`src/sv/hgq_pkg.sv`:
```
// Shared types, constants and codes of the Hessenberg Givens QR block.
`timescale 1ns / 1ps

package hgq_pkg;

  localparam int MAX_COLS = 16;
  localparam int NROWS    = MAX_COLS + 1;
  localparam int NCELL    = MAX_COLS + 1;
  localparam int VW       = 32;
  localparam int FRAC     = VW - 5;
  localparam int RW       = $clog2(NROWS);
  localparam int CIW      = $clog2(NCELL);
  localparam int NW       = $clog2(MAX_COLS + 1);
  localparam int KW       = FRAC + 2;
  localparam int QB       = FRAC + 1;

  localparam logic [2:0] KIND_WR_MAT = 3'd0;
  localparam logic [2:0] KIND_WR_VEC = 3'd1;
  localparam logic [2:0] KIND_RUN    = 3'd2;
  localparam logic [2:0] KIND_RD_MAT = 3'd3;
  localparam logic [2:0] KIND_RD_VEC = 3'd4;

  localparam logic [1:0] STAT_OK    = 2'd0;
  localparam logic [1:0] STAT_RANGE = 2'd1;
  localparam logic [1:0] STAT_ZERO  = 2'd2;
  localparam logic [1:0] STAT_SAT   = 2'd3;

  typedef enum logic [3:0] {
    S_IDLE, S_RESP, S_PIV, S_PIVW, S_SQ, S_SUM, S_ROOT, S_DIV,
    S_DRAIN, S_SETTLE, S_NEXT, S_DONE
  } state_t;

  typedef struct packed {
    logic [2:0]        kind;
    logic [4:0]        row;
    logic [3:0]        col;
    logic signed [31:0] value;
  } cmd_t;

  typedef struct packed {
    logic signed [31:0] read_value;
    logic [1:0]         status;
  } res_t;

  typedef struct packed {
    logic                 valid;
    logic [RW-1:0]        row;
    logic signed [KW-1:0] c;
    logic signed [KW-1:0] s;
    logic signed [VW-1:0] r;
  } tok_t;

  typedef struct packed {
    logic [RW-1:0]        wrow;
    logic signed [VW-1:0] wdata;
    logic [RW-1:0]        rrow_a;
    logic [RW-1:0]        rrow_b;
    logic [NW-1:0]        ncols;
  } cell_req_t;

endpackage

```
`src/sv/hgq_div.sv`:
```
// Restoring divider for the rotation factor: (m << FRAC) / d with m <= d.
`timescale 1ns / 1ps

module hgq_div (
  input  logic                   clk,
  input  logic                   rst,
  input  logic                   start,
  input  logic [31:0]            m,
  input  logic [31:0]            d,
  output logic                   done,
  output logic [hgq_pkg::QB-1:0] q
);

  localparam int CNW = $clog2(hgq_pkg::QB);

  logic [32:0]    rem, diff;
  logic [31:0]    dv;
  logic [CNW-1:0] cnt;
  logic           run, ge;

  assign ge   = (rem >= {1'b0, dv});
  assign diff = ge ? rem - {1'b0, dv} : rem;

  always_ff @(posedge clk) begin
    if (rst) begin
      run  <= 1'b0;
      done <= 1'b0;
    end else begin
      done <= 1'b0;
      if (start) begin
        run <= 1'b1;
      end else if (run && cnt == CNW'(hgq_pkg::QB - 1)) begin
        run  <= 1'b0;
        done <= 1'b1;
      end
    end
    if (start) begin
      rem <= {1'b0, m};
      dv  <= d;
      q   <= '0;
      cnt <= '0;
    end else if (run) begin
      rem <= {diff[31:0], 1'b0};
      q   <= {q[hgq_pkg::QB-2:0], ge};
      cnt <= cnt + 1'b1;
    end
  end

endmodule

```
`config.mk`:
```
export PLATFORM = sky130hd
export DESIGN_NAME = hgq_div
export DESIGN_NICKNAME = d
export VERILOG_FILES = /design/src/sv/hgq_pkg.sv /design/src/sv/hgq_div.sv
export SDC_FILE = /design/constraint.sdc
export NUM_CORES = 1
export LEC_CHECK = 0
export BUFFER_PORTS_ARGS = -buffer_cell sky130_fd_sc_hd__buf_2
export CAP_MARGIN = 20
export CORE_AREA = 5 5 100 121
export DETAILED_ROUTE_END_ITERATION = 8
export DIE_AREA = 0 0 105 126
export HOLD_SLACK_MARGIN = 0.06
export PLACE_DENSITY = 0.8
export SLEW_MARGIN = 20
export SYNTH_ARGS = -nofsm -noshare
export SYNTH_HDL_FRONTEND = slang
export SYNTH_SLANG_ARGS = --single-unit
export TNS_END_PERCENT = 100
```
`constraint.sdc`:
```
create_clock -name clk -period 4.1 [get_ports clk]
set_clock_uncertainty 0.05 [all_clocks]
set_input_delay 0.41 -clock clk [delete_from_list [all_inputs] [get_ports clk]]
set_output_delay 0.41 -clock clk [all_outputs]
set_load 0.01 [all_outputs]
```
After elaboration in Yosys (flattened, before gate mapping)
Cells that the tools add are included.

Mux-type cells: 6. Equality and inequality tests: 1. Bitwise logic cells: 0. Order comparisons: 1. Shifts and indexed selects: 0. Reduce and logical (&&, ||, !) cells: 4. Add/subtract/negate cells: 2. Div/mod/pow operators: 0. Multipliers: 0.

Operator list (count): 32-bit two-way mux (3); 33-bit by 32-bit greater-or-equal comparator with 1-bit output (1); 32-bit subtractor (1); 5-bit by 1-bit adder with 5-bit output (second input constant) (1); 5-bit equality test (second input constant) (1); 2-bit nonzero test (2); 1-bit two-way mux (3); 2-bit OR reduction (1); 1-bit logical AND (1).

Bits in writable memories: 0. Memories kept: 0. Bits in latches: 0. Register bits after elaboration: 100. Memory bits (read-only): 0. Logic and storage cells: 21. Output and inout port bits: 29.

Logic depth before layout (Yosys ltp)
Depth in word-level cells: 4. Depth in mapped cells: 14. Mapped depth without buffers: 13.

Least setup slack after synthesis
Ideal clock, no wire load.

Kind: reg-to-reg. Start: reg rem[1]. End: reg rem[10] (data pin). Period minus slack after synthesis: 3157 ps. Slack: 943 ps. Arrival time: 2847 ps. Data required time: 3790 ps. Cell stages (with the launch flop): 12. Library setup time: 260 ps. Path buffers: 1. Path through: edfxtp_1 ha_1 or2b_1 a21oi_2 o31ai_1 a211oi_2 a21oi_2 nor4_4 nor2_4 buf_6 mux2_4 mux2_2.

Word-level cells in the longest chain between the ends: 4. Elaborated cells on any way between the ends: 5.

Ends and longest elaborated chain: from (decl) (line hgq_div.sv:16) `logic [32:0] rem, diff;`; from (signal assigned) (line hgq_div.sv:38) `rem <= {1'b0, m};`; from (signal assigned) (line hgq_div.sv:43) `rem <= {diff[31:0], 1'b0};`; 32-bit subtractor or 33-bit by 32-bit greater-or-equal comparator with 1-bit output (tied branches) (line hgq_div.sv:22, hgq_div.sv:21); 32-bit two-way mux * (line hgq_div.sv:22) `assign diff = ge ? rem - {1'b0, dv} : rem;`; 32-bit two-way mux * (line hgq_div.sv:42) `end else if (run) begin`; 32-bit two-way mux * (line hgq_div.sv:37) `if (start) begin`.

Every way passes the cells marked *; elsewhere a longest branch is shown, timed or not. The select of a mux whose other input is x is not followed. A chain may end at the register's enable or synchronous reset.

Final worst setup path
Start: reg rem[1]. End: reg rem[22] (data pin).

Same word-level chain as after synthesis.

==> flow_summary.ini <==
[grt]
grt_antenna_before_repair = 0
grt_max_degree = 81
grtUsageTotal = 0.187
grt-ovfl-total = 0
grt_pass1_wl_um = 20600
grt_pass1_vias = 4452

[placed_design]
numPortBuffers = 95
post_dp_cell_area_um2 = 6350
hpwl_um = 9180
globalplace.congestion = 0.949

[logic_synthesis]
synth_area_um2 = 5780
syn-num-nets = 650
synth_area_leader_cell = edfxtp_1
synth-seq-cells = 100
ys_warn_count = 0
yosysSeqAreaShare = 0.457
async_flop_share = 0
ys_top_cells_by_area = edfxtp_1 (33%), dfxtp_1 (12%), ha_1 (7.1%)
synth.top_cell.area_share = 0.333
yosys.cell_types.count = 60
syn_inst = 549
syn_area_per_cell_um2 = 10.5
synth_edf_count = 64
synthFlopType = edfxtp_1

[sta]
worstMarginPinSlew_ns = 0.833
fin_crit_sh = 0.873
fin_setup_tns_ns = 0
final_hold_viol_count = 0
finalMaxSlewViolations = 0
rsz0062_at_grt = false
period_minus_slack_ns = 3.58
slew_headroom = 0.445
setup_viol = 0
fmax_mhz = 279

[cells_and_area]
nNetsFinal = 738
area_delta_synth_final_pct = 15.2
final_common_cell = buf_2
layout_common_cells = buf_2 (94), edfxtp_1 (64), a21oi_1 (48)
drive_gt1_frac = 0.241
fin_area_um2 = 6660
insertedDiodeCount = 0

[power]
total_leakage_power_nw = 2.92
p_per_area_nw_per_um2 = 549
ir_drop_mv = 0.250
power_mw = 3.66

[routing]
ant_nets = 0
routed_wl_um = 12400
first_iter_violations = 206
via_count = 4420
routedWlPerCell_um = 16.1
viasPerCell = 5.71
drcViolationCount = 0
drtPass1Iterations = 6

[setup_path]
crit_end = rem[22]
crit_path_max_fanout = 21
worstSetupPathType = flop to flop
crit-reg2reg-launch = rem[1]
rrSetupSlack_ns = 0.52
critPathLaunchType = flop
cp-startpoint = rem[1]
worstReg2RegEnd = rem[22]
worst-r2r-cell-count = 11
end_kind = flop
arrival_ns = 3.63
required_ns = 4.15

[die]
die-area_um2 = 13200
rows = 42
fp.coreArea_um2 = 10800
fp.dieH_um = 126
ios = 96
start_util = 0.534
die_w_um = 105

[run_status]
outcome = finished clean

[clock_tree]
clk_latency_ns = 0.35
numCtsBuffers = 9
clkTransAtPathRegs_ns = 0.07
hold_buffers = 0
cts_max_path_buffers = 2
cts_sinks = 100
cts_tree = yes
postCtsSetupBuffers = 0
cts_max_level = 3
clockRootBuffer = clkbuf_16
cts_resized = 0

[min_path]
holdCritPathClass = input port to flop

[flow_run]
drv_cap = 0
state kept, by name, indices dropped and copies added (netlist names):
signal,cells
cnt,5
dv,32
rem,33
q,28
done,1
run,1
area by class of cell:
cell class	instances	area [µm²]
clock inverter	5	41.3
sequential	100	2640
timing repair buffer	99	508
fill	896	4170
tap	132	165
multi-input combinational	384	2880
inverter	43	161
clock buffer	11	264
stage by stage:
stage          cells  hold slack (ns)  utilization  setup WS [ns]
2_1_floorplan    549            0.419            -          0.943
3_3_place_gp     758            0.420        0.587          0.671
3_5_place_dp     758            0.438        0.587          0.528
4_1_cts          774            0.164        0.615          0.520
5_1_grt          774            0.162        0.615          0.346
6_report         774            0.174        0.615          0.522
where the power goes:
group	internal, mW	total (mW)	switching [mW]
Sequential	1.23	1.31	0.0703
Combinational	0.711	1.51	0.797
Clock	0.471	0.845	0.374
Total	2.42	3.66	1.24
worst min-delay path by stage:
stage,startpoint,endpoint,slack (ns),cells past startpoint
2_1_floorplan,rem[32],rem[32],0.42,2
3_5_place_dp,q[27],q[27],0.44,2
4_1_cts,rst,run,0.16,2
3_3_place_gp,q[27],q[27],0.42,2
5_1_grt,rst,run,0.16,2
6_report,rst,run,0.17,2
routing by layer:
metal	track usage	vias to the layer above	wire length [µm]
li1	-	2174	-
met5	0	-	0
met1	0.223	2107	5230
met3	0.0527	15	837
met2	0.324	124	6140
met4	0.0617	0	214
kinds of logic (layout without fill, tap and decap cells):
logic type,after synthesis,after routing,share of synthesized area
compound gates,120,120,0.132
simple gates,134,134,0.118
xor+xnor,30,30,0.0455
flops,100,100,0.457
buf+inv,65,158,0.0450
fa+ha+maj,34,34,0.0749
mux,66,66,0.128
worst max-delay path, stage by stage (launching register included):
cell      delay, ns
edfxtp_1       0.44
ha_1           0.33
or2b_1         0.26
a21oi_2        0.16
o31ai_1        0.15
a211oi_2       0.29
a21oi_2        0.12
nor4_4         0.60
nor2_4         0.08
buf_4          0.25
mux2_4         0.33
mux2_2         0.26
cells in the mapped netlist, drive strengths merged (11+ instances only):
master and number:
nand2 27, xor2 13, o21ai 21, inv 43
dfxtp 36, edfxtp 64, buf 11, clkbuf 11
xnor2 17, nor2 47, a21oi 50, ha 33
mux2 31, mux2i 35
Note: power is estimated with default switching activity, not from simulation.
