[src/sv/hgq_sqrt.sv]
// Bit-serial integer square root, two radicand bits per cycle.
`timescale 1ns / 1ps

module hgq_sqrt (
  input  logic        clk,
  input  logic        rst,
  input  logic        start,
  input  logic [63:0] rad_in,
  output logic        done,
  output logic [31:0] root
);

  logic [63:0] rad;
  logic [34:0] rem, remn, trial;
  logic [4:0]  cnt;
  logic        run;
  logic        ge;

  assign remn  = {rem[32:0], rad[63:62]};
  assign trial = {1'b0, root, 2'b01};
  assign ge    = (remn >= trial);

  always_ff @(posedge clk) begin
    if (rst) begin
      run  <= 1'b0;
      done <= 1'b0;
    end else begin
      done <= 1'b0;
      if (start) begin
        run <= 1'b1;
      end else if (run && cnt == 5'd31) begin
        run  <= 1'b0;
        done <= 1'b1;
      end
    end
    if (start) begin
      rad  <= rad_in;
      rem  <= '0;
      root <= '0;
      cnt  <= '0;
    end else if (run) begin
      rad  <= {rad[61:0], 2'b00};
      rem  <= ge ? remn - trial : remn;
      root <= {root[30:0], ge};
      cnt  <= cnt + 5'd1;
    end
  end

endmodule

[config.mk]
export PLATFORM = sky130hd
export DESIGN_NAME = hgq_sqrt
export DESIGN_NICKNAME = d
export VERILOG_FILES = /design/src/sv/hgq_sqrt.sv
export SDC_FILE = /design/constraint.sdc
export NUM_CORES = 1
export LEC_CHECK = 0
export ABC_CLOCK_PERIOD_IN_PS = 6200
export BUFFER_PORTS_ARGS = -buffer_cell sky130_fd_sc_hd__buf_2
export CORE_ASPECT_RATIO = 1.75
export CORE_MARGIN = 10
export CORE_UTILIZATION = 46
export CTS_BUF_LIST = sky130_fd_sc_hd__clkbuf_8
export DETAILED_ROUTE_END_ITERATION = 10
export PLACE_DENSITY_LB_ADDON = 0.08
export SETUP_SLACK_MARGIN = 0.02
export SLEW_MARGIN = 20
export SYNTH_ARGS = -nofsm -noshare
export SYNTH_HDL_FRONTEND = slang
export SYNTH_SLANG_ARGS = --single-unit
[constraint.sdc]
create_clock -name clk -period 6.2 [get_ports clk]
set_input_delay 0.93 -clock clk [delete_from_list [all_inputs] [get_ports clk]]
set_output_delay 0.93 -clock clk [all_outputs]
set_load 0.05 [all_outputs]
## Word level (Yosys, flattened, before mapping)

Cells that the tools add are included.

- Register bits after elaboration: 136
- Latch bits: 0
- Bits in writable memories: 0
- ROM bits: 0
- Bits of input ports: 67
- Memories kept: 0

- Add/sub/neg operators: 2
- $mul: 0
- Divide/modulo/power cells: 0
- $lt $le $gt $ge: 1
- Eq/ne operators: 1
- Shifts and indexed selects: 0
- Mux-type cells: 6
- Bitwise gates (word level): 0
- Reductions and logical operators: 4

Operator list:

| cell | number |
|---|---|
| $mux 64 | 2 |
| $ge 35x34->1 | 1 |
| $mux 33 | 1 |
| $sub 33x33->33 | 1 |
| $add 5x1->5 const B | 1 |
| $eq 5x5->1 const B | 1 |
| $reduce_bool 2->1 | 2 |
| $mux 1 | 3 |
| $reduce_or 2->1 | 1 |
| $logic_and 1x1->1 | 1 |

## Depth between registers and ports, before layout

- Word-level depth: 4
- Gate-level depth with buffers: 13

## Worst setup path after synthesis

Ideal clock, no wire load.

- Path kind: reg2reg
- From: register root[4]
- To: register rem[31]
- Library setup time: 122 ps
- Data arrival time: 3324 ps
- Required time: 6078 ps
- Slack: 2754 ps
- Cell stages (with the launch flop): 13
- Path buffers: 2
- Clock period less this slack: 3446 ps
- Cell sequence: dfxtp_1 inv_1 ha_1 buf_2 and4_4 and2_1 a221oi_4 a2bb2oi_2 o311a_1 o41ai_4 buf_6 nor2_1 a221o_1

- Cells in the longest elaborated chain, start to end: 2

Ends and longest elaborated chain:

| what | line | source |
|---|---|---|
| start: declaration | 10 | `output logic [31:0] root` |
| start signal: assignment | 44 | `root <= {root[30:0], ge};` |
| $sub 33x33->33 / $ge 35x34->1 (equally long branches) | 43, 21 |  |
| $mux 33 * | 43 | `rem <= ge ? remn - trial : remn;` |
| end signal: assignment | 43 |  |
| end: declaration | 14 | `logic [34:0] rem, remn, trial;` |

Every way passes the cells marked *; elsewhere a longest branch is shown, timed or not.
A chain may end at the register's enable or synchronous reset.

## Worst setup path after layout

- From: register root[5]
- To: register rem[11]

Same word-level chain as after synthesis.

==> results by group <==
Outcome
  – Status: finished, final reports clean

Synthesis
  – Portion of the post-synthesis area used by sequential elements: roughly 46%
  – XOR/XNOR share of the synthesized area: 3.69%
  – Post-synth net total: about 820
  – Dominant synthesized flop cell: dfxtp_1
  – Synth Area in Compound Gates: 14.2%
  – Number of synthesized register bits: roughly 140
  – Biggest area consumer among synthesized cells: edfxtp_1
  – Synthesized-area fraction occupied by and/or/nand/nor cells: approximately 11%
  – Number of cells produced by synthesis: 720
  – Main area contributors after synthesis: edfxtp_1, dfxtp_1, mux2_2, ha_1, mux2i_1
  – Multiplexer area fraction after synthesis: 14.8%
  – Async set-reset flop share out of synthesis: 0%
  – Count of unique library cells instantiated by Yosys: between 50 and 60
  – Adder and majority cell fraction of the synthesized area: 6.12%
  – Main combinational cell family by area after synthesis: multiplexers
  – Share of the synthesized area in the top cell type: a little over a quarter
  – Per-instance average area after synthesis: 10.2 um2
  – Yosys warning count: 0
  – Area of the mapped netlist: around 7400 um2
  – Number of enable flip-flop cells after synthesis: between 60 and 70

STA
  – Highest Clock Rate: about 280 MHz
  – Slew at the pin with the worst max-slew slack: roughly 0.83 ns
  – Clock Skews: approximately 0.011 ns
  – Max-slew headroom: between 40% and 50%
  – Number of pins exceeding their max-slew limit in the final report: 0
  – Share of the clock period used by the worst path: roughly 57%
  – Setup violations, final: 0
  – Setup repair after global routing missed its margin: false
  – Time the final worst path needs with I/O delays and setup: roughly 3.6 ns
  – Final hold vios: 0
  – TNS Setup: 0 ns

Pwr
  – Total power draw: about 3.7 mW
  – Max VDD drop: between 0.0002 and 0.00025 V
  – Leakage dissipation: 3.50 nW
  – Power density normalized to cell area: about 430 nW/um2

Clock tree
  – Max Root-Sink Buffers: 2
  – Clock tree from TritonCTS: yes
  – Clock root buffer: clkbuf_8
  – Num Clock Sinks: between 100 and 150
  – Post_cts resized: 0
  – Number of H-tree levels: 4
  – Total setup buffers inserted after CTS: 0
  – Clock Pin Slew Worst Setup and Hold Paths: 0.09 ns
  – Clock buffers created by TritonCTS: 17
  – Clock network latency to the later pin of the worst-skew pair: approximately 0.44 ns
  – Post-CTS Hold Buffers: 0

Drt
  – WL final: between 15 and 20 mm
  – Total iterations of the first detailed-routing run: 4
  – Remaining DRCs: 0
  – Ratio of routed vias to standard cells: 5.49
  – DRT iter0 DRCs: 270
  – Number of nets still failing antenna checks after routing: 0
  – Final routed wire length divided by cell count: 17.0 um
  – Total vias in the final route: 5535

Finish
  – Final core utilization: about 53%
  – Antenna diodes: 0
  – Final net count: 910
  – Final Cell Area: 8440 um2
  – Signed area change from the synthesized netlist to the final layout: 14.7%
  – Ratio of cells with drive above 1 in the final layout: 25.2%

Worst hold path
  – Classification of the worst-slack hold path: reg2reg

Worst setup path
  – Slowest stage cell, crit path: o41ai_4
  – Cell family contributing the most delay on the critical path: compound AO/OA/AOI/OAI gates
  – CP max FO: 34
  – CP endpoint kind: flop
  – R2R cell count: 12
  – Worst path cell trace: inv_1 -> ha_1 -> and4_4 -> and2_1 -> a221oi_4 -> a2bb2oi_2 -> o311a_1 -> o41ai_4 -> buf_4 -> nand2_1 -> o31a_1 -> a211oi_1
  – Reg-to-reg critical path endpoint: rem[11]$_SDFFE_PP0P_
  – Timing startpoint of the critical path: root[5]$_SDFFE_PP0P_
  – Largest stage delay, worst path: between 0.4 and 0.5 ns
  – Crit Path Class: reg2reg
  – Data required time of the critical path: around 6.6 ns
  – Buffers and inverters on the worst path: 2
  – Startpoint of the most critical register-to-register path: root[5]$_SDFFE_PP0P_
  – Total stage count of the critical path: 12
  – Data arrival time of the critical path: roughly 4 ns
  – Minimum setup slack among reg-to-reg paths: approximately 2.6 ns
  – Capturing element of the worst setup path: rem[11]$_SDFFE_PP0P_
  – Sort of element at the start of the critical path: flop

Placement
  – IO buf count: 99
  – Post-detail-place hpwl: between 10 and 15 mm
  – Placed inst area: 7970 um2
  – GPL Wtd Cong: 0.904

GRT
  – Largest net degree at the start of global routing: 65
  – GRT Residual Overflow: 0
  – Total routing usage reported by global routing: approximately 16%
  – Initial antenna violation count: 0
  – Number of global-route vias before repair: a little under 6k
  – First-pass GRT wire length: 28.6 mm

Floorplanning
  – Die Span Y: roughly 190 um
  – Top-level port count: 100
  – Total core area: roughly 16000 um2
  – Count of standard-cell rows: 61
  – Die Outline Area: 21700 um2
  – Initial standard-cell utilization of the core: a little under half
  – Width of the die: ~120 um

Job
  – Max-cap viol count: 0
[how the worst min path moves through the flow]
stage / startpoint / endpoint / slack (ns) / cells past startpoint
2_1_floorplan: rem[27]$_SDFFE_PP0P_ / rem[27]$_SDFFE_PP0P_ / 0.44 / 2
3_3_place_gp: rem[27]$_SDFFE_PP0P_ / rem[27]$_SDFFE_PP0P_ / 0.46 / 2
3_5_place_dp: rem[27]$_SDFFE_PP0P_ / rem[27]$_SDFFE_PP0P_ / 0.47 / 2
4_1_cts: rem[27]$_SDFFE_PP0P_ / rem[27]$_SDFFE_PP0P_ / 0.48 / 2
5_1_grt: rem[27]$_SDFFE_PP0P_ / rem[27]$_SDFFE_PP0P_ / 0.52 / 2
6_report: rem[27]$_SDFFE_PP0P_ / rem[27]$_SDFFE_PP0P_ / 0.48 / 2
[sequential cells by signal, summed over array words and instances (netlist names)]
name / cells
rad: 64
rem: 33
done: 1
cnt: 5
root: 32
run: 1
[stage by stage]
stage                     cells  worst slack, ns  hold WS (ns)
after floorplan             720             2.75         0.445
after global placement      976             2.19         0.459
after detailed placement    976             2.09         0.472
after CTS                  1008             2.05         0.485
after global routing       1009             2.17         0.524
final                      1009             2.64         0.479
[worst reg2reg max path: stages (launching register included)]
cell,delay (ns)
dfxtp_1,0.39
inv_1,0.06
ha_1,0.39
and4_4,0.23
and2_1,0.18
a221oi_4,0.34
a2bb2oi_2,0.14
o311a_1,0.40
o41ai_4,0.44
buf_4,0.44
nand2_1,0.12
o31a_1,0.11
a211oi_1,0.24
[layout by cell type, fill, tap and decap left out, drive strengths merged, types with 6 or more instances in the layout]
master  count
nor2      101
a211oi     26
nand4       6
nand2      28
clkbuf     17
nand3       8
nor2b       6
o21ai      24
edfxtp     64
nor3        7
xnor2      10
mux2i      39
mux2       62
dfxtp      72
xor2       21
and2        6
and3        7
a21oi      49
inv        48
nand2b      7
buf       105
a21o        8
ha         36
[synth_stat cells, types with 3 or more instances]
master    instances
a211oi_1         26
a21o_1            8
a21oi_1          49
a31oi_1           5
a32oi_1           5
and2_1            6
and3_1            7
buf_1             4
buf_6             3
clkbuf_1         26
dfxtp_1          72
edfxtp_1         64
ha_1             36
inv_1            42
mux2_2           62
mux2i_1          39
nand2_1          28
nand2b_1          7
nand3_1           8
nand4_1           6
nor2_1          101
nor2b_1           6
nor3_1            7
o211ai_1          3
o21a_1            5
o21ai_0          21
o21ai_1           3
o21bai_1          5
o31ai_1           3
xnor2_1          10
xor2_1           21
[cell families (layout without fill, tap and decap cells)]
logic type	Yosys count	count (layout)
adders and majority gates	36	36
muxes	101	101
buffers and inverters	79	179
DFF	136	136
xor gates and xnor gates	31	31
AOI/OAI and AO/OA	154	154
and+or+nand+nor	183	183
[cell type report]
cell class / instances / area (um2)
well taps: 189 / 236
clock inverters: 15 / 236
repair buffers: 105 / 543
flip-flops and latches: 136 / 3370
clock buffers: 17 / 234
inverters: 42 / 158
fillers: 1486 / 7350
multi-input cells: 505 / 3670
[power by group]
part	leakage, nW	internal, mW	switching (mW)
clock	0.226	0.489	0.383
sequential	1.23	1.05	0.0742
combinational	2.04	0.690	0.966
[per-layer routing]
layer / GRT usage, % / share of wire (%)
met1: 17.5 / 39
met2: 28.5 / 52
met3: 4.78 / 5.6
met4: 7.16 / 2.5
met5: 0 / 0
Note: power is estimated with default switching activity, not from simulation.
